==> src/hdl/dpg_pkg.sv <==
// Shared types and constants for the dot product random graph block.
package dpg_pkg;

   // Item kinds carried on req_tuser
   localparam logic FUNC_LOAD = 1'b0;
   localparam logic FUNC_DRAW = 1'b1;

   // Register indexes on the csr port
   localparam logic [1:0] REG_NUM_VERTICES = 2'd0;
   localparam logic [1:0] REG_NUM_DIMS     = 2'd1;
   localparam logic [1:0] REG_DIRECTED     = 2'd2;

   // Register reset values
   localparam logic [10:0] NUM_VERTICES_RST = 11'd2;
   localparam logic [4:0]  NUM_DIMS_RST     = 5'd1;

   // One in Q4.28
   localparam logic signed [31:0] ONE_Q28 = 32'sh1000_0000;

   // Sequencer states
   typedef enum logic [3:0] {
      ST_IDLE  = 4'b0001,
      ST_RUN   = 4'b0010,
      ST_DRAIN = 4'b0100,
      ST_DONE  = 4'b1000
   } state_type;

   // Control of the multiply-accumulate unit
   typedef struct packed {
      logic clear;
      logic valid;
   } mac_ctl_type;

   // Control of the pair walker
   typedef struct packed {
      logic restart;
      logic step;
   } walk_ctl_type;

   // Decision for the current pair
   typedef struct packed {
      logic edge_present;
      logic negative_seen;
      logic above_one_seen;
      logic last_pair;
   } walk_res_type;

endpackage

==> src/hdl/dpg_walk.sv <==
// Pair walker: current vertex pair, sticky flags and edge decision.
module dpg_walk #(
   parameter int VW = 10,
   parameter int NW = 11
) (
   input  logic                 clock,
   input  logic                 reset,
   input  dpg_pkg::walk_ctl_type ctl,
   input  logic [NW-1:0]        n_eff,
   input  logic                 directed,
   input  logic signed [31:0]   product,
   input  logic [15:0]          uniform,
   output logic [VW-1:0]        first,
   output logic [VW-1:0]        second,
   output dpg_pkg::walk_res_type res
);

   logic [VW-1:0] first_ff, first_in;
   logic [VW-1:0] second_ff, second_in;
   logic          neg_ff, neg_in;
   logic          big_ff, big_in;
   logic [NW-1:0] i_x, j_x, nj, nj2;
   logic [NW-1:0] n_m1, n_m2;
   logic          last;
   logic          edge_bit;
   logic signed [31:0] u_q28;

   // Edge decision and flag update
   always_comb begin
      u_q28    = $signed({4'b0, uniform, 12'b0});
      neg_in   = neg_ff;
      big_in   = big_ff;
      if (product < 0 && !neg_ff) begin
         edge_bit = 1'b0;
         neg_in   = 1'b1;
      end else if (product > dpg_pkg::ONE_Q28 && !big_ff) begin
         edge_bit = 1'b1;
         big_in   = 1'b1;
      end else begin
         edge_bit = u_q28 < product;
      end
   end

   // End of walk and next pair
   always_comb begin
      i_x  = NW'(first_ff);
      j_x  = NW'(second_ff);
      n_m1 = n_eff - NW'(1);
      n_m2 = n_eff - NW'(2);
      nj   = j_x + NW'(1);
      nj2  = (nj == i_x) ? nj + NW'(1) : nj;
      if (directed) begin
         last = (i_x == n_m1) && (j_x == n_m2);
      end else begin
         last = (i_x == n_m2) && (j_x == n_m1);
      end
      first_in  = first_ff;
      second_in = second_ff;
      if (directed) begin
         if (nj2 >= n_eff) begin
            first_in  = first_ff + VW'(1);
            second_in = '0;
         end else begin
            second_in = nj2[VW-1:0];
         end
      end else begin
         if (nj < n_eff) begin
            second_in = nj[VW-1:0];
         end else begin
            first_in  = first_ff + VW'(1);
            second_in = first_ff + VW'(2);
         end
      end
   end

   always_ff @(posedge clock) begin
      if (reset || ctl.restart || (ctl.step && last)) begin
         first_ff  <= '0;
         second_ff <= VW'(1);
         neg_ff    <= 1'b0;
         big_ff    <= 1'b0;
      end else if (ctl.step) begin
         first_ff  <= first_in;
         second_ff <= second_in;
         neg_ff    <= neg_in;
         big_ff    <= big_in;
      end
   end

   assign first              = first_ff;
   assign second             = second_ff;
   assign res.edge_present   = edge_bit;
   assign res.negative_seen  = neg_in;
   assign res.above_one_seen = big_in;
   assign res.last_pair      = last;

endmodule

==> config.mk <==
export PLATFORM = sky130hd
export DESIGN_NAME = dpg_walk
export DESIGN_NICKNAME = d
export VERILOG_FILES = /design/src/hdl/dpg_pkg.sv /design/src/hdl/dpg_walk.sv
export SDC_FILE = /design/constraint.sdc
export NUM_CORES = 1
export LEC_CHECK = 0
export BUFFER_PORTS_ARGS = -buffer_cell sky130_fd_sc_hd__buf_2
export CAP_MARGIN = 5
export CORE_MARGIN = 3
export CORE_UTILIZATION = 33
export CTS_CLUSTER_DIAMETER = 100
export DETAILED_ROUTE_END_ITERATION = 10
export PLACE_DENSITY_LB_ADDON = 0.2
export SLEW_MARGIN = 10
export SYNTH_ARGS = -nofsm -noshare
export SYNTH_HDL_FRONTEND = slang
export SYNTH_SLANG_ARGS = --single-unit
export TNS_END_PERCENT = 30
==> constraint.sdc <==
create_clock -name clock -period 10.2 [get_ports clock]
set_clock_uncertainty 0.1 [all_clocks]
set_input_delay 1.02 -clock clock [delete_from_list [all_inputs] [get_ports clock]]
set_output_delay 1.02 -clock clock [all_outputs]
set_load 0.01 [all_outputs]
==> results.cfg <==
[floorplanning]
dieArea_mm2 = 0.0140
row_count = 40
ios = 88
initial_utilization_pct = 34.2
die_w_um = 118
coreArea_mm2 = 0.0122
die_y_um = 118

[routing]
drc_errors = 0
wl_per_cell_um = 16.6
vias = 4463
drtPass1Iterations = 5
ant_nets = 0
drtIter0Drc = 432
routed_via_density = 5.58
routed_wl_mm = 13.3

[clock_tree]
postCtsSetupBuffers = 0
worstSkewPairLatency_ps = 260
htree_levels = 1
cts_buffer_depth = 2
cts_num_sinks = 22
path_clk_slew_ps = 70
cts_tree = done
cts_buffers = 3
cts_resized = 0
cts-root-buf = clkbuf_16
holdBufCountCts = 0

[sta]
maxSlewViolCount = 0
max_freq_mhz = 175
hold_violations = 0
tns_ps = 0
period_needed_ps = 5720
relSlewSlack_pct = 33.0
worst_pin_slew_ps = 1010
rsz0062_at_grt = no
min_period_over_period_pct = 56.1
setup_viol = 0

[global_route]
antenna_found_initial = 0
grt_max_degree = 23
grt_pass1_vias = 4343
gr-total-overflow = 0
grt_use_total_pct = 18.6
grt_pass1_wl_mm = 21.9

[setup_path]
crit_path_end_kind = flop
critPathMaxFanout = 10
critical_path_arrival_ps = 5800
start_kind = flop
r2r_slack_ps = 4480
required_ps = 10280
worstSetupPathType = reg -> reg

[power_and_ir_drop]
vdd_drop_max_v = 0.0000452
p_leak_nw = 2.12
p_per_area_mw_per_mm2 = 63.0

[layout]
area.growth.synth_to_final_pct = 13.7
nNetsFinal = 742
instances_no_fill = 800
drive_gt1_share_pct = 18.0
diodes = 0

[synthesis]
synth_async_sr_flop_share_pct = 0
ys_seq_area_share_pct = 10.6
synth_edf_count = 0
yosys.area.top_type = ha_1
syn_area_per_cell_um2 = 7.10
synth_area_leaders = ha_1 14%, dfxtp_1 11%, xnor2_1 8.4%, xor2_1 6.5%, nand2_1 3.8%
synth-seq-cells = 22
synth.top_cell.area_share_pct = 13.5
ys.flop_type = dfxtp_1
synth.most_common_cell = ha_1
syn_area_mm2 = 0.00416
yosys_warnings = 0
synth_common_cells = 45 x ha_1, 42 x nand2_1, 42 x nor2_1
syn_inst = 586
synth.distinct_cells = 66
synth_fp_nets = 695

[place]
dp_hpwl_mm = 10.8
place_congestion = 0.890
port_buffers = 87
post-place-cells = 796

[min_path]
min_path_type = reg -> reg

[outcome]
status = complete, no violations

[run]
drv_cap = 0
## logic make-up after synthesis
logic type / Yosys count / share of synthesized area, %
simple gates: 229 / 29.5
compound gates: 123 / 20.5
buf+inv: 88 / 8.60
xor+xnor: 72 / 15.5
fa+ha+maj: 45 / 13.5
flops: 22 / 10.6
mux: 7 / 1.81
## stage by stage
step	setup WS, ps	power (mW)	cell area, um2	hold WS [ps]	utilization, %
after global routing	4090	0.319	4730	395	38.9
after detailed placement	4540	0.187	4630	358	38.0
after floorplan	4960	0.156	4160	329	-
after global placement	4640	0.185	4630	344	38.0
after CTS	4540	0.301	4730	379	38.9
final	4480	0.298	4730	375	38.9
## cell type report
cell class / count / area, um2
clock inverter: 1 / 30.0
multi-input combinational: 476 / 3370
inverter: 40 / 150
tap: 168 / 210
sequential: 22 / 440
clock buffer: 3 / 75.1
fill: 1320 / 7430
timing repair buffer: 90 / 458
## critical path, stage by stage, from the launching register on
cell and delay [ps]:
dfxtp_1 580, ha_1 340, and4_4 260, nand2_2 70, mux2_4 300, or4_1 680
or4_1 650, or4_4 460, and2_1 170, ha_1 170, a2111oi_0 440, nor2b_1 180
o21ai_0 90, a21oi_1 260, and2_1 430, and3b_2 250, a221oi_1 50, a21oi_1 160
## registers in the layout, summed over array words and instances (netlist names)
name,count
first,10
big_ff,1
second,10
neg_ff,1
## path summary, 6_finish.rpt
check             startpoint   endpoint  cells past startpoint
setup / recovery   second[0]  second[6]                     17
hold reg to reg       neg_ff     neg_ff                      2
setup reg to reg   second[0]  second[6]                     17
hold / removal        neg_ff     neg_ff                      2
## layer usage
layer	vias to the layer above	track usage (%)	part of all wire [%]
met5	-	0	0
met4	0	4.25	2.1
met3	33	2.68	6.4
met2	153	31.1	46
met1	2070	25.1	46
li1	2207	-	-
## layout by cell type (no fill, tap or decap), drive strengths merged, types with 3 or more instances in the layout
cell type,instances
inv,40
xor2,31
a31o,3
dfxtp,22
o21ai,16
a2111oi,4
ha,45
o22ai,4
o211ai,6
nand2,43
or4,3
nand3,28
clkbuf,3
o221ai,4
nor2,42
nand4,19
nor2b,8
nor3b,3
o21a,3
buf,90
a22oi,4
a31oi,6
mux2i,6
o31ai,4
or2,6
and2,4
and4,4
a21o,10
a221oi,6
nand2b,10
xnor2,40
a211o,3
a21oi,26
or3,8
nor3,20
nor4,16
a211oi,11
and3,6
## report_power, final
group          leakage (nW)  internal [mW]  total (mW)  switching [mW]
logic                  1.89         0.0412      0.0960          0.0547
clock network        0.0511         0.0781       0.113          0.0351
registers             0.178         0.0868      0.0891         0.00231
Note: power is estimated with default switching activity, not from simulation.
