### src/hdl/dpg_pkg.sv
// Shared types and constants for the dot product random graph block.
package dpg_pkg;

   // Item kinds carried on req_tuser
   localparam logic FUNC_LOAD = 1'b0;
   localparam logic FUNC_DRAW = 1'b1;

   // Register indexes on the csr port
   localparam logic [1:0] REG_NUM_VERTICES = 2'd0;
   localparam logic [1:0] REG_NUM_DIMS     = 2'd1;
   localparam logic [1:0] REG_DIRECTED     = 2'd2;

   // Register reset values
   localparam logic [10:0] NUM_VERTICES_RST = 11'd2;
   localparam logic [4:0]  NUM_DIMS_RST     = 5'd1;

   // One in Q4.28
   localparam logic signed [31:0] ONE_Q28 = 32'sh1000_0000;

   // Sequencer states
   typedef enum logic [3:0] {
      ST_IDLE  = 4'b0001,
      ST_RUN   = 4'b0010,
      ST_DRAIN = 4'b0100,
      ST_DONE  = 4'b1000
   } state_type;

   // Control of the multiply-accumulate unit
   typedef struct packed {
      logic clear;
      logic valid;
   } mac_ctl_type;

   // Control of the pair walker
   typedef struct packed {
      logic restart;
      logic step;
   } walk_ctl_type;

   // Decision for the current pair
   typedef struct packed {
      logic edge_present;
      logic negative_seen;
      logic above_one_seen;
      logic last_pair;
   } walk_res_type;

endpackage

### src/hdl/dpg_mac.sv
// Multiply-accumulate unit with saturation to signed Q4.28.
module dpg_mac #(
   parameter int ACC_W = 38
) (
   input  logic                clock,
   input  logic                reset,
   input  dpg_pkg::mac_ctl_type ctl,
   input  logic signed [15:0]  x,
   input  logic signed [15:0]  y,
   output logic                busy,
   output logic signed [31:0]  sum
);

   localparam logic signed [ACC_W-1:0] SAT_HI = {{(ACC_W-31){1'b0}}, {31{1'b1}}};
   localparam logic signed [ACC_W-1:0] SAT_LO = {{(ACC_W-31){1'b1}}, {31{1'b0}}};

   logic signed [31:0]      prod_ff, prod_in;
   logic                    prod_v_ff, prod_v_in;
   logic signed [ACC_W-1:0] acc_ff, acc_in;

   // Multiply stage, then accumulate stage
   always_comb begin
      prod_in   = x * y;
      prod_v_in = ctl.valid;
      acc_in    = acc_ff;
      if (ctl.clear) begin
         acc_in = '0;
      end else if (prod_v_ff) begin
         acc_in = acc_ff + ACC_W'(prod_ff);
      end
   end

   always_ff @(posedge clock) begin
      if (reset) begin
         prod_v_ff <= 1'b0;
         acc_ff    <= '0;
      end else begin
         prod_v_ff <= prod_v_in;
         acc_ff    <= acc_in;
      end
      prod_ff <= prod_in;
   end

   // Clamp the total to 32 bits
   always_comb begin
      if (acc_ff > SAT_HI) begin
         sum = 32'sh7FFF_FFFF;
      end else if (acc_ff < SAT_LO) begin
         sum = 32'sh8000_0000;
      end else begin
         sum = acc_ff[31:0];
      end
   end

   assign busy = prod_v_ff;

endmodule

### config.mk
export PLATFORM = sky130hd
export DESIGN_NAME = dpg_mac
export DESIGN_NICKNAME = d
export VERILOG_FILES = /design/src/hdl/dpg_pkg.sv /design/src/hdl/dpg_mac.sv
export SDC_FILE = /design/constraint.sdc
export NUM_CORES = 1
export LEC_CHECK = 0
export BUFFER_PORTS_ARGS = -buffer_cell sky130_fd_sc_hd__buf_4
export CORE_ASPECT_RATIO = 0.5
export CORE_MARGIN = 3
export CORE_UTILIZATION = 55
export DETAILED_ROUTE_END_ITERATION = 10
export PLACE_DENSITY = 0.77
export SKIP_LAST_GASP = 1
export SLEW_MARGIN = 20
export SYNTH_ARGS = -nofsm -noshare
export SYNTH_HDL_FRONTEND = slang
export SYNTH_SLANG_ARGS = --single-unit
### constraint.sdc
create_clock -name clock -period 7.7 [get_ports clock]
set_input_delay 1.155 -clock clock [delete_from_list [all_inputs] [get_ports clock]]
set_output_delay 1.155 -clock clock [all_outputs]
set_load 0.005 [all_outputs]
==> results of run 1 <==
==> metal layers <==
metal | vias up | GRT usage | wire (um)
met5 | - | 0 | 0
met4 | 0 | 0.0504 | 402
met3 | 45 | 0.0607 | 2950
met2 | 412 | 0.379 | 14400
met1 | 5435 | 0.376 | 15700
li1 | 5184 | - | -
==> flip-flops by register name, indices dropped and copies added (netlist names) <==
name     count
acc_ff      38
busy         1
prod_ff     32
==> cells by family (layout without fill, tap and decap cells) <==
logic type,count (synthesis),after routing
AOI/OAI and AO/OA,253,253
adders and majority gates,382,382
and+or+nand+nor,469,469
xor gates and xnor gates,56,56
muxes,16,16
DFF,71,71
buffers and inverters,389,417
==> final cells by class <==
class,instances,area share
multi-input cells,1176,0.742
flip-flops and latches,71,0.0925
inverters,329,0.0803
repair buffers,73,0.0357
well taps,344,0.0280
clock buffers,11,0.0151
clock inverters,4,0.00619
==> final timing paths <==
| path | from | endpoint | slack (ps) | cells past startpoint |
|---|---|---|---|---|
| worst max-delay path | x[8] | prod_ff[31]$_DFF_P_ | 1050 | 21 |
| worst min-delay path | acc_ff[28]$_SDFFE_PP0P_ | acc_ff[28]$_SDFFE_PP0P_ | 480 | 2 |
| worst max register to register | acc_ff[6]$_SDFFE_PP0P_ | acc_ff[19]$_SDFFE_PP0P_ | 4710 | 9 |
| worst min register to register | acc_ff[28]$_SDFFE_PP0P_ | acc_ff[28]$_SDFFE_PP0P_ | 480 | 2 |
==> cells in the final DEF, fill, tap and decap left out, types with 4 or more instances in the layout <==
| cell | Yosys | layout |
|---|---|---|
| nor4_1 | 6 | 6 |
| nand2_1 | 166 | 166 |
| or3_1 | 4 | 4 |
| nand3_1 | 26 | 26 |
| and3_1 | 6 | 6 |
| fa_1 | 263 | 263 |
| o22ai_1 | 5 | 5 |
| nor2_1 | 71 | 71 |
| o21a_1 | 9 | 9 |
| a21oi_1 | 67 | 66 |
| ha_1 | 119 | 119 |
| o21bai_1 | 10 | 10 |
| a31oi_1 | 7 | 7 |
| clkbuf_16 | 0 | 9 |
| buf_4 | 0 | 73 |
| and4_1 | 5 | 5 |
| xor2_1 | 13 | 13 |
| nor3_1 | 21 | 21 |
| nand2b_1 | 10 | 10 |
| dfxtp_1 | 71 | 71 |
| inv_1 | 329 | 329 |
| o21ai_1 | 4 | 4 |
| o211ai_1 | 9 | 9 |
| mux2i_1 | 16 | 16 |
| o21ai_0 | 42 | 41 |
| and2_1 | 130 | 130 |
| nor2b_1 | 8 | 8 |
| a211oi_1 | 13 | 13 |
| o221ai_1 | 4 | 4 |
| xnor2_1 | 43 | 43 |
| a21o_1 | 51 | 51 |
| nand4_1 | 5 | 5 |
==> metrics by stage <==
stage / std cells / util / setup WS [ps] / area [um^2]
2_1_floorplan: 1636 / - / 942 / 14300
5_1_grt: 2008 / 0.605 / 662 / 15400
3_3_place_gp: 1993 / 0.592 / 837 / 15000
3_5_place_dp: 1993 / 0.592 / 751 / 15000
6_report: 2008 / 0.605 / 1050 / 15400
4_1_cts: 2008 / 0.605 / 1100 / 15400
==> critical path, stage by stage <==
cell,delay [ps]
buf_4,190
and2_1,200
fa_1,530
inv_1,50
fa_1,470
fa_1,520
inv_1,50
fa_1,510
fa_1,510
inv_1,60
fa_1,490
inv_1,50
ha_1,330
inv_1,90
nor3_1,320
nand3_1,180
a211oi_1,350
nor2_1,140
o31ai_2,340
o221a_2,250
xnor2_1,70
==> impl_metrics.env, run 1 <==
export IMPL_outcome="completed"
export IMPL_fin_crit_sh=0.864
export IMPL_ys_types=62
export IMPL_synth_compound_area_share=0.118
export IMPL_worstPathMaxFanout=16
export IMPL_routed_wl_um=33500
export IMPL_cts_sinks=71
export IMPL_root_buffer="clkbuf_16"
export IMPL_track_usage=0.253
export IMPL_syn_area_um2=14300
export IMPL_hold_buffers=0
export IMPL_wire_per_inst_um=16.7
export IMPL_cts_tree="done"
export IMPL_dpl_hpwl_um=27200
export IMPL_cap_viol_max_count=0
export IMPL_endpoint_kind="flop"
export IMPL_cts_resized=0
export IMPL_ios=69
export IMPL_dr_pass1_iters=5
export IMPL_synthCells=1636
export IMPL_yosysTopAreaCellShare=0.369
export IMPL_min_path_type="reg -> reg"
export IMPL_gp_congestion=0.913
export IMPL_multi_input_area_um2=11400
export IMPL_grt_pass1_vias=11300
export IMPL_viasPerCell=5.52
export IMPL_grt_pass1_wl_um=57100
export IMPL_htreeDepth=3
export IMPL_fin_tns_setup_ps=0
export IMPL_crit_type="in -> reg"
export IMPL_muxShareOfSynthArea=0.0112
export IMPL_drc=0
export IMPL_rows=41
export IMPL_ys_flop_type="dfxtp_1"
export IMPL_slew_limit_headroom=0.435
export IMPL_antenna_found_initial=0
export IMPL_setup_viol_count_final=0
export IMPL_fillers=2200
export IMPL_seq_area_frac_synth=0.0995
export IMPL_synthSimpleGateAreaFrac=0.162
export IMPL_synth_area_leaders="fa_1 (37%), ha_1 (10%), dfxtp_1 (9.9%)"
export IMPL_worstPathRequired_ps=7910
export IMPL_start_util=0.563
export IMPL_max_freq_mhz=150
export IMPL_clock_path_buffers=2
export IMPL_final_antenna_net_count=0
export IMPL_syn_nets=2054
export IMPL_hold_viol_final=0
export IMPL_period_needed_ps=6650
export IMPL_numCtsBuffers=9
export IMPL_postCtsSetupRepairBufs=0
export IMPL_die_y_um=120
export IMPL_synth_edff_count=0
export IMPL_core_region_area_um2=25400
export IMPL_synth_ff_latch_count=71
export IMPL_chipWidth_um=234
export IMPL_synthAdderAreaFrac=0.473
export IMPL_overflow=0
export IMPL_grt_max_degree=42
export IMPL_slew_violations=0
export IMPL_fp_dieArea_um2=28100
export IMPL_via_count=11100
export IMPL_startpoint_type="input port"
export IMPL_rsz0062_at_grt="false"
export IMPL_synth_largest_area_cell="fa_1"
export IMPL_synth_xor_area_share=0.0343
export IMPL_n_antenna_cell=0
export IMPL_layout_drive_gt1_share=0.0571
export IMPL_synth_async_reset_ratio=0
export IMPL_avgSynthCellArea_um2=8.73
export IMPL_hold_slack_ps=483
export IMPL_clkTransAtPathRegs_ps=50
export IMPL_synth_most_common_cell="inv_1"
export IMPL_clk_latency_ps=340
export IMPL_nets=2078
export IMPL_syn_to_final_growth_pct=7.59
export IMPL_synth_top_family_by_area="adder cells"
export IMPL_synthTopCellsByCount="inv_1 (329), fa_1 (263), nand2_1 (166)"
export IMPL_io_buffers=68
export IMPL_first_iter_violations=934
export IMPL_fin_worst_skew_ps=6.04
export IMPL_worst_pin_slew_ps=848
export IMPL_ff_latch_area_um2=1420
export IMPL_cp_arrival_ps=6860
export IMPL_ys_warnings_count=0
Power of run 1 is not shown: default switching activity piles up to over one toggle a cycle in this logic, so the estimate is an artifact.
==> run 2: changes to the inputs <==
Settings changed: CORE_UTILIZATION 55 to 45, PLACE_DENSITY 0.77 to 0.66.
==> run 2 against run 1 <==
- sequential cell count unchanged
- utilization down 10 points
- final area up 0.55%
- worst setup slack better by 54 ps
- clock skew up 7.9 ps
- first-iteration DRC count down 29%
- non-clock buffer count unchanged
- final cell count up 3.9%
- fmax up 0.82%
- die area up 21%
- highest routed layer unchanged
==> impl_metrics.env, run 2 (synthesis results as in run 1) <==
export IMPL_clk_latency_ps=340
export IMPL_slew_violations=0
export IMPL_viasPerCell=5.12
export IMPL_hp_start="acc_ff[18]$_SDFFE_PP0P_"
export IMPL_gp_congestion=0.882
export IMPL_final_util=0.502
export IMPL_min_path_type="reg -> reg"
export IMPL_grt_pass1_wl_um=56300
export IMPL_grt_pass1_vias=10800
export IMPL_clkTransAtPathRegs_ps=50
export IMPL_fin_tns_setup_ps=0
export IMPL_n_antenna_cell=0
export IMPL_hold_viol_final=0
export IMPL_final_antenna_net_count=0
export IMPL_regToRegSetupSlack_ps=4880
export IMPL_period_needed_ps=6600
export IMPL_hold_depth=2
export IMPL_regMostFlops="acc_ff"
export IMPL_antenna_found_initial=0
export IMPL_worstPathRequired_ps=7920
export IMPL_hold_buffers=0
export IMPL_endpoint_kind="flop"
export IMPL_final_cell_mix="inv_1 (329), fa_1 (263), nand2_1 (166)"
export IMPL_ff2ff_path_depth=9
export IMPL_postCtsSetupRepairBufs=0
export IMPL_layout_drive_gt1_share=0.0589
export IMPL_ios=69
export IMPL_rows=45
export IMPL_first_iter_violations=664
export IMPL_die_y_um=132
export IMPL_wl_met1_um=16900
export IMPL_drc=0
export IMPL_max_freq_mhz=152
export IMPL_met3_length_um=2500
export IMPL_dr_wl_met2_um=14300
export IMPL_start_util=0.464
export IMPL_cts_resized=0
export IMPL_syn_to_final_growth_pct=8.18
export IMPL_fin_crit_sh=0.857
export IMPL_largest_register_ff_count=38
export IMPL_dr_pass1_iters=5
export IMPL_chipWidth_um=258
export IMPL_hold_end="acc_ff[18]$_SDFFE_PP0P_"
export IMPL_wire_per_inst_um=16.3
export IMPL_numCtsBuffers=9
export IMPL_crit_type="in -> reg"
export IMPL_slew_limit_headroom=0.427
export IMPL_cp_arrival_ps=6810
export IMPL_core_region_area_um2=30800
export IMPL_track_usage=0.204
export IMPL_fp_dieArea_um2=34100
export IMPL_fillers=2930
export IMPL_via_count=10700
export IMPL_htreeDepth=3
export IMPL_dpl_hpwl_um=27900
export IMPL_top_layer="met4"
export IMPL_cts_sinks=71
export IMPL_grt_max_degree=42
export IMPL_outcome="completed"
export IMPL_worstPathMaxFanout=16
export IMPL_routed_wl_um=34000
export IMPL_final_common_cell="inv_1"
export IMPL_fin_worst_skew_ps=13.9
export IMPL_startpoint_type="input port"
export IMPL_cts_tree="done"
export IMPL_overflow=0
export IMPL_root_buffer="clkbuf_16"
export IMPL_nets=2078
export IMPL_io_buffers=68
export IMPL_reg2reg_from="acc_ff[6]$_SDFFE_PP0P_"
export IMPL_clock_path_buffers=2
export IMPL_cap_viol_max_count=0
export IMPL_setup_viol_count_final=0
export IMPL_rsz0062_at_grt="false"
export IMPL_worst_pin_slew_ps=860
export IMPL_hold_slack_ps=494
export IMPL_r2r_end="acc_ff[29]$_SDFFE_PP0P_"
==> run 2: critical path: stages <==
cell     delay, ps
buf_4          180
nand2_1        140
inv_1          100
fa_1           610
fa_1           890
fa_1           510
fa_1           470
fa_1           520
fa_1           490
ha_1           400
a21o_1         210
a21o_1         170
a21oi_1        170
nor2_1          70
a21oi_1        150
o31ai_2        110
o41a_1         330
xor2_1         140
==> run 2: metal layers <==
layer	vias up	GRT usage
met3	23	0.0489
li1	5183	-
met5	-	0
met4	0	0.0331
met2	277	0.305
met1	5205	0.304
==> run 2: final cells by class <==
class                   count  area (um^2)  share of cell area
clock buffers               9          225              0.0146
clock inverters             6         86.3             0.00559
inverters                 329         1230              0.0799
multi-input cells        1176        11400               0.738
repair buffers             73          548              0.0355
well taps                 423          529              0.0342
flip-flops and latches     71         1420              0.0920
==> run 2: per-stage QoR <==
| stage | setup slack [ps] | area [um^2] | instances |
|---|---|---|---|
| detailed placement | 774 | 15100 | 2072 |
| CTS | 1120 | 15500 | 2087 |
| floorplan | 942 | 14300 | 1636 |
| finish | 1100 | 15500 | 2087 |
| global route | 744 | 15500 | 2087 |
| global placement | 826 | 15100 | 2072 |
==> run 2: worst max path at each step <==
| stage | from | end | slack (ps) | cells past startpoint |
|---|---|---|---|---|
| after floorplan | x[15] | prod_ff[29]$_DFF_P_ | 940 | 19 |
| after global placement | y[1] | prod_ff[29]$_DFF_P_ | 830 | 18 |
| after detailed placement | y[1] | prod_ff[29]$_DFF_P_ | 770 | 18 |
| after CTS | y[1] | prod_ff[29]$_DFF_P_ | 1120 | 18 |
| after global routing | x[7] | prod_ff[31]$_DFF_P_ | 740 | 22 |
| final | y[1] | prod_ff[29]$_DFF_P_ | 1100 | 18 |
Power of run 2 is left out for the same reason.
